File: src/sv/dap_pkg.sv
package dap_pkg;

    localparam int CHAR_W     = 8;
    localparam int AMOUNT_W   = 60;
    localparam int FRAC_W     = 27;
    localparam int COUNT_W    = 4;
    localparam int PHASE_W    = 2;

    localparam int FRACTION_DIGITS_DEF  = 8;
    localparam int MAX_WHOLE_DIGITS_DEF = 10;

    localparam logic [PHASE_W-1:0] PH_LEAD  = 2'd0;
    localparam logic [PHASE_W-1:0] PH_WHOLE = 2'd1;
    localparam logic [PHASE_W-1:0] PH_FRAC  = 2'd2;
    localparam logic [PHASE_W-1:0] PH_TRAIL = 2'd3;

    localparam logic [CHAR_W-1:0] CH_NUL   = 8'h00;
    localparam logic [CHAR_W-1:0] CH_ZERO  = 8'h30;
    localparam logic [CHAR_W-1:0] CH_NINE  = 8'h39;
    localparam logic [CHAR_W-1:0] CH_POINT = 8'h2E;
    localparam logic [CHAR_W-1:0] CH_SPACE = 8'h20;
    localparam logic [CHAR_W-1:0] CH_TAB   = 8'h09;
    localparam logic [CHAR_W-1:0] CH_CR    = 8'h0D;

    typedef struct packed {
        logic                term;
        logic                failed;
        logic [AMOUNT_W-1:0] whole_scaled;
        logic [FRAC_W-1:0]   frac;
    } t_scan_req;

    function automatic logic [AMOUNT_W-1:0] pow10(input logic [COUNT_W-1:0] n);
        logic [AMOUNT_W-1:0] p;
        case (n)
            4'd0:    p = 60'd1;
            4'd1:    p = 60'd10;
            4'd2:    p = 60'd100;
            4'd3:    p = 60'd1000;
            4'd4:    p = 60'd10000;
            4'd5:    p = 60'd100000;
            4'd6:    p = 60'd1000000;
            4'd7:    p = 60'd10000000;
            4'd8:    p = 60'd100000000;
            4'd9:    p = 60'd1000000000;
            4'd10:   p = 60'd10000000000;
            default: p = 60'd0;
        endcase
        return p;
    endfunction

    function automatic logic is_blank(input logic [CHAR_W-1:0] c);
        return (c == CH_SPACE) || (c >= CH_TAB && c <= CH_CR);
    endfunction

    function automatic logic is_digit(input logic [CHAR_W-1:0] c);
        return (c >= CH_ZERO) && (c <= CH_NINE);
    endfunction

endpackage

File: src/sv/decimal_amount_parser_unit.sv
// Decimal amount parser: takes one character per cycle (i_valid/o_stall) and,
// on each zero byte, returns one result (o_valid/i_stall) carrying a well-formed
// flag and the amount in units of 10^-FRACTION_DIGITS. Throughput is one byte
// per cycle while not stalled; the result appears in the cycle after its
// terminating byte is taken, out of a single result register. The input stalls
// only while that register holds a result the receiver is stalling; bytes
// before a terminator keep the same rule, so a stalled result stops the stream.
module decimal_amount_parser_unit
    import dap_pkg::*;
#(
    parameter int FRACTION_DIGITS  = FRACTION_DIGITS_DEF,
    parameter int MAX_WHOLE_DIGITS = MAX_WHOLE_DIGITS_DEF
) (
    input  logic                i_clk,
    input  logic                i_rst_n,
    input  logic                i_valid,
    output logic                o_stall,
    input  logic [CHAR_W-1:0]   i_char_byte,
    output logic                o_valid,
    input  logic                i_stall,
    output logic                o_parse_ok,
    output logic [AMOUNT_W-1:0] o_amount_units
);

    t_scan_req req;
    logic      hold;
    logic      take;

    assign o_stall = hold;
    assign take    = i_valid && !hold;

    dap_scanner #(
        .FRACTION_DIGITS  (FRACTION_DIGITS),
        .MAX_WHOLE_DIGITS (MAX_WHOLE_DIGITS)
    ) u_scanner (
        .i_clk       (i_clk),
        .i_rst_n     (i_rst_n),
        .i_take      (take),
        .i_char_byte (i_char_byte),
        .o_req       (req)
    );

    dap_result_reg u_result (
        .i_clk          (i_clk),
        .i_rst_n        (i_rst_n),
        .i_req          (req),
        .i_stall        (i_stall),
        .o_hold         (hold),
        .o_valid        (o_valid),
        .o_parse_ok     (o_parse_ok),
        .o_amount_units (o_amount_units)
    );

endmodule

File: src/sv/dap_scanner.sv
module dap_scanner
    import dap_pkg::*;
#(
    parameter int FRACTION_DIGITS  = FRACTION_DIGITS_DEF,
    parameter int MAX_WHOLE_DIGITS = MAX_WHOLE_DIGITS_DEF
) (
    input  logic              i_clk,
    input  logic              i_rst_n,
    input  logic              i_take,
    input  logic [CHAR_W-1:0] i_char_byte,
    output t_scan_req         o_req
);

    localparam logic [COUNT_W-1:0] FD_TOP    = COUNT_W'(FRACTION_DIGITS - 1);
    localparam logic [COUNT_W-1:0] FD_LIMIT  = COUNT_W'(FRACTION_DIGITS);
    localparam logic [COUNT_W-1:0] MW_LIMIT  = COUNT_W'(MAX_WHOLE_DIGITS);
    localparam logic [COUNT_W-1:0] MW_SAT    = COUNT_W'(MAX_WHOLE_DIGITS + 1);
    localparam logic [AMOUNT_W-1:0] UNIT_ONE = pow10(COUNT_W'(FRACTION_DIGITS));

    logic [PHASE_W-1:0]  r_phase,  n_phase;
    logic [AMOUNT_W-1:0] r_whole,  n_whole;
    logic [COUNT_W-1:0]  r_wcnt,   n_wcnt;
    logic [FRAC_W-1:0]   r_frac,   n_frac;
    logic [COUNT_W-1:0]  r_fpos,   n_fpos;
    logic                r_failed, n_failed;

    logic [3:0]          digit;
    logic [AMOUNT_W-1:0] whole_add;
    logic [AMOUNT_W-1:0] whole_x10;
    logic [AMOUNT_W-1:0] frac_weight;
    logic [FRAC_W-1:0]   frac_add;

    assign digit       = 4'(i_char_byte - CH_ZERO);
    assign whole_add   = AMOUNT_W'(UNIT_ONE * AMOUNT_W'(digit));
    assign whole_x10   = (r_whole << 3) + (r_whole << 1);
    assign frac_weight = pow10(FD_TOP - r_fpos);
    assign frac_add    = FRAC_W'(frac_weight[FRAC_W-1:0] * FRAC_W'(digit));

    always_comb begin
        n_phase  = r_phase;
        n_whole  = r_whole;
        n_wcnt   = r_wcnt;
        n_frac   = r_frac;
        n_fpos   = r_fpos;
        n_failed = r_failed;
        if (i_take) begin
            if (i_char_byte == CH_NUL) begin
                n_phase  = PH_LEAD;
                n_whole  = '0;
                n_wcnt   = '0;
                n_frac   = '0;
                n_fpos   = '0;
                n_failed = 1'b0;
            end else if (!r_failed) begin
                unique case (r_phase) inside
                    PH_LEAD, PH_WHOLE: begin
                        if (is_digit(i_char_byte)) begin
                            n_phase = PH_WHOLE;
                            if (r_wcnt >= MW_LIMIT) begin
                                n_wcnt   = MW_SAT;
                                n_failed = 1'b1;
                            end else begin
                                n_whole = whole_x10 + whole_add;
                                n_wcnt  = r_wcnt + 1'b1;
                            end
                        end else if (i_char_byte == CH_POINT) begin
                            n_phase = PH_FRAC;
                        end else if (is_blank(i_char_byte)) begin
                            if (r_phase == PH_WHOLE) begin
                                n_phase = PH_TRAIL;
                            end
                        end else begin
                            n_failed = 1'b1;
                        end
                    end
                    PH_FRAC: begin
                        if (is_digit(i_char_byte)) begin
                            if (r_fpos >= FD_LIMIT) begin
                                n_failed = 1'b1;
                            end else begin
                                n_frac = r_frac + frac_add;
                                n_fpos = r_fpos + 1'b1;
                            end
                        end else if (is_blank(i_char_byte)) begin
                            n_phase = PH_TRAIL;
                        end else begin
                            n_failed = 1'b1;
                        end
                    end
                    default: begin
                        if (!is_blank(i_char_byte)) begin
                            n_failed = 1'b1;
                        end
                    end
                endcase
            end
        end
    end

    always_ff @(posedge i_clk) begin
        if (!i_rst_n) begin
            r_phase  <= PH_LEAD;
            r_whole  <= '0;
            r_wcnt   <= '0;
            r_frac   <= '0;
            r_fpos   <= '0;
            r_failed <= 1'b0;
        end else begin
            r_phase  <= n_phase;
            r_whole  <= n_whole;
            r_wcnt   <= n_wcnt;
            r_frac   <= n_frac;
            r_fpos   <= n_fpos;
            r_failed <= n_failed;
        end
    end

    // terminator sees the state built from all earlier bytes
    assign o_req.term         = i_take && (i_char_byte == CH_NUL);
    assign o_req.failed       = r_failed;
    assign o_req.whole_scaled = r_whole;
    assign o_req.frac         = r_frac;

endmodule

File: src/sv/dap_result_reg.sv
module dap_result_reg
    import dap_pkg::*;
(
    input  logic                i_clk,
    input  logic                i_rst_n,
    input  t_scan_req           i_req,
    input  logic                i_stall,
    output logic                o_hold,
    output logic                o_valid,
    output logic                o_parse_ok,
    output logic [AMOUNT_W-1:0] o_amount_units
);

    logic                r_valid;
    logic                r_ok;
    logic [AMOUNT_W-1:0] r_amount;
    logic                load;
    logic [AMOUNT_W-1:0] sum;

    // hold the result while the receiver stalls it
    assign o_hold = r_valid && i_stall;
    assign load   = !o_hold;
    assign sum    = i_req.whole_scaled + AMOUNT_W'(i_req.frac);

    always_ff @(posedge i_clk) begin
        if (!i_rst_n) begin
            r_valid <= 1'b0;
        end else if (load) begin
            r_valid <= i_req.term;
        end
    end

    always_ff @(posedge i_clk) begin
        if (load && i_req.term) begin
            r_ok     <= !i_req.failed;
            r_amount <= i_req.failed ? '0 : sum;
        end
    end

    assign o_valid        = r_valid;
    assign o_parse_ok     = r_ok;
    assign o_amount_units = r_amount;

endmodule
File: config.mk
export PLATFORM = sky130hd
export DESIGN_NAME = decimal_amount_parser_unit
export DESIGN_NICKNAME = d
export VERILOG_FILES = /design/src/sv/dap_pkg.sv /design/src/sv/decimal_amount_parser_unit.sv /design/src/sv/dap_scanner.sv /design/src/sv/dap_result_reg.sv
export SDC_FILE = /design/constraint.sdc
export NUM_CORES = 1
export LEC_CHECK = 0
export BUFFER_PORTS_ARGS = -buffer_cell sky130_fd_sc_hd__buf_2
export CORE_UTILIZATION = 50
export DETAILED_ROUTE_END_ITERATION = 10
export GPL_ROUTABILITY_DRIVEN = 0
export PLACE_DENSITY_LB_ADDON = 0.08
export SETUP_SLACK_MARGIN = 0.3
export SYNTH_ARGS = -nofsm -noshare
export SYNTH_HDL_FRONTEND = slang
export SYNTH_HIERARCHICAL = 1
export SYNTH_SLANG_ARGS = --single-unit
File: constraint.sdc
create_clock -name i_clk -period 9.2 [get_ports i_clk]
set_input_delay 0.92 -clock i_clk [delete_from_list [all_inputs] [get_ports i_clk]]
set_output_delay 0.92 -clock i_clk [all_outputs]
set_load 0.005 [all_outputs]
==> load_flow_metrics.sql <==
INSERT INTO impl_metrics (metric_group, metric, value, unit) VALUES
('run', 'maxCapViolCount', '0', ''),
('yosys', 'synth_mux_area_share', '0.194', '%'),
('floorplanning', 'core_area', '0.0316', 'mm²'),
('cells_and_area', 'diodes', '0', ''),
('yosys', 'synth_xor_area_share', '5.85', '%'),
('setup_path', 'critPathMaxFanout', '28', ''),
('sta', 'worst_clock_skew', '0.0117', 'ns'),
('setup_path', 'max_stage_delay', '0.70', 'ns'),
('clock_network', 'cts.sinks', '152', ''),
('yosys', 'synth_top_flop_cell', 'dfxtp_1', ''),
('clock_network', 'numCtsBuffers', '17', ''),
('floorplanning', 'die-area', '0.0330', 'mm²'),
('cells_and_area', 'final_cell_count_no_fill', '2343', ''),
('sta', 'finalWorstSetupSlack', '1.64', 'ns'),
('setup_path', 'crit_path_frequent_cell', 'a21oi_1', ''),
('yosys', 'synth_top_family_by_area', 'adder cells', ''),
('route', 'route.vias.total', '13942', ''),
('yosys', 'warnings_synthesis', '6', ''),
('sta', 'whs', '0.474', 'ns'),
('placement', 'placed_area', '0.0168', 'mm²'),
('global_routing', 'grt_total_ovfl', '0', ''),
('route', 'route.detailed.drc', '0', ''),
('cells_and_area', 'most_frequent_standard_cell_in_the_layout_excluding_fill_and_tap_cells', 'nand2_1', ''),
('placement', 'numPortBuffers', '74', ''),
('sta', 'rsz_0062_raised_after_global_routing', 'false', ''),
('route', 'drt-total-wl', '42700', 'µm'),
('yosys', 'synth-seq-cells', '152', ''),
('route', 'via_per_inst', '5.95', ''),
('floorplanning', 'core.rowCount', '65', ''),
('route', 'violation_count_after_the_first_detailed_route_iteration', '1189', ''),
('floorplanning', 'fp.dieH', '182', 'µm'),
('clock_network', 'clk_transition_reported_paths', '0.07', 'ns'),
('clock_network', 'cts_root_buffer_type', 'clkbuf_16', ''),
('clock_network', 'cts.hold.buffers_added', '0', ''),
('cells_and_area', 'syn2layout_area_growth', '7.57', '%'),
('global_routing', 'first_pass_grt_wire_length', '69900', 'µm'),
('sta', 'fin_setup_tns', '0', 'ns'),
('floorplanning', 'start_util', '51.1', '%'),
('clock_network', 'ctsResizeCount', '0', ''),
('sta', 'setup_viol_count_final', '0', ''),
('sta', 'max_clock_freq', '0.132', 'GHz'),
('floorplanning', 'die_width', '182', 'µm'),
('placement', 'detailedPlacementHpwl', '32500', 'µm'),
('cells_and_area', 'design_area', '0.0174', 'mm²'),
('clock_network', 'cts_tree', 'built', ''),
('global_routing', 'grt_max_degree', '69', ''),
('placement', 'placed_cells', '2311', ''),
('route', 'routedWlPerCell', '18.2', 'µm'),
('clock_network', 'clockBufferDepth', '2', ''),
('route', 'firstDrtPassIters', '6', ''),
('global_routing', 'grt_antenna_before_repair', '0', ''),
('yosys', 'netlist_area', '0.0162', 'mm²'),
('yosys', 'yosys.area_share.simple', '19.3', '%'),
('setup_path', 'timing.critical_path.from_type', 'input port', ''),
('sta', 'fin_crit', '7.56', 'ns'),
('yosys', 'syn_inst', '1899', ''),
('yosys', 'synth_compound_gate_area_share', '20.5', '%'),
('cells_and_area', 'count_of_nets_after_finishing', '2213', ''),
('placement', 'post-place-ws', '1.28', 'ns'),
('sta', 'hold_violations', '0', ''),
('sta', 'drv_slew', '0', ''),
('cells_and_area', 'mostFrequentLayoutCells', 'nand2_1, ha_1, a21oi_1', ''),
('hold_path', 'min_path_type', 'flip-flop to flip-flop', ''),
('clock_network', 'post_cts_buffers', '0', ''),
('sta', 'timing.max_slew.rel_slack', '42.1', '%'),
('power', 'total_leakage_power', '7.78', 'nW'),
('yosys', 'syn-mean-instance-area', '8.51', 'µm²'),
('status', 'outcome', 'finished clean', ''),
('clock_network', 'htree_num_levels', '4', ''),
('setup_path', 'critPathCaptureType', 'flip-flop', ''),
('yosys', 'synth_sequential_area_ratio', '22.6', '%');
## worst max-delay path, delay by kind of cell
family	cells	cell delay, ns
XOR/XNOR	2	0.35
adder cells (fa/ha/maj)	5	2.58
buffers and inverters	3	0.48
AND/OR/NAND/NOR	3	0.45
AO/OA/AOI/OAI	17	3.15
## Yosys cell counts (all sizes together) (47+ instances only)
cell type	number	area share, %
nand2	193	4.5
ha	173	13
a21oi	156	4.9
inv	134	3.1
o21ai	122	3.8
nor2	104	2.4
fa	100	12
dfxtp	91	11
nand3	81	2.5
xnor2	64	3.5
edfxtp	61	11
clkbuf	59	1.4
a21o	55	2.6
and2	52	2.0
nor2b	47	1.9
## layer usage
| metal | track usage [%] | share of wire (%) | vias up |
|---|---|---|---|
| met4 | 6.95 | 1.7 | 0 |
| met5 | 0 | 0 | - |
| met1 | 37.5 | 48 | 6690 |
| met2 | 42.8 | 45 | 406 |
| li1 | - | - | 6808 |
| met3 | 3.47 | 5.1 | 38 |
## layout make-up
| type | count | area [µm²] | share of cell area, % |
|---|---|---|---|
| Sequential cell | 152 | 3650 | 21.0 |
| Clock buffer | 18 | 439 | 2.53 |
| Multi-Input combinational cell | 1534 | 11600 | 66.9 |
| Timing Repair Buffer | 88 | 475 | 2.74 |
| Inverter | 135 | 507 | 2.92 |
| Tap cell | 402 | 503 | 2.89 |
| Clock inverter | 14 | 176 | 1.02 |
## final timing paths
kind,from,to,slack [ns],depth (start not counted)
min reg2reg,u_scanner/r_whole[59],u_scanner/r_whole[59],0.47,2
max reg2reg,u_scanner/r_fpos[0],u_scanner/r_frac[26],3.05,20
min,u_scanner/r_whole[59],u_scanner/r_whole[59],0.47,2
max,i_char_byte[2],u_scanner/r_whole[52],1.64,30
## report_power, final
part | switching, mW | internal [mW] | leakage [nW]
Sequential | 0.00386 | 0.698 | 1.33
Combinational | 0.301 | 0.192 | 6.15
Clock | 0.331 | 0.420 | 0.301
Total | 0.636 | 1.31 | 7.78
## flip-flops by register name, indices dropped and copies added (netlist names)
signal	flops
u_result/o_amount_units	60
u_result/o_valid	1
u_scanner/r_whole	52
u_result/o_parse_ok	1
u_scanner/r_wcnt	4
u_scanner/r_frac	27
u_scanner/r_fpos	4
u_scanner/r_phase	2
u_scanner/r_failed	1
## cells by family (layout without fill, tap and decap cells)
logic type / Yosys count / after routing
AO/OA/AOI/OAI: 517 / 517
XOR/XNOR: 108 / 108
adder cells (fa/ha/maj): 273 / 273
buffers and inverters: 220 / 255
flip-flops: 152 / 152
multiplexers: 3 / 3
other: 1 / 8
AND/OR/NAND/NOR: 625 / 625
No activity file was read; power rests on OpenSTA's default activity.
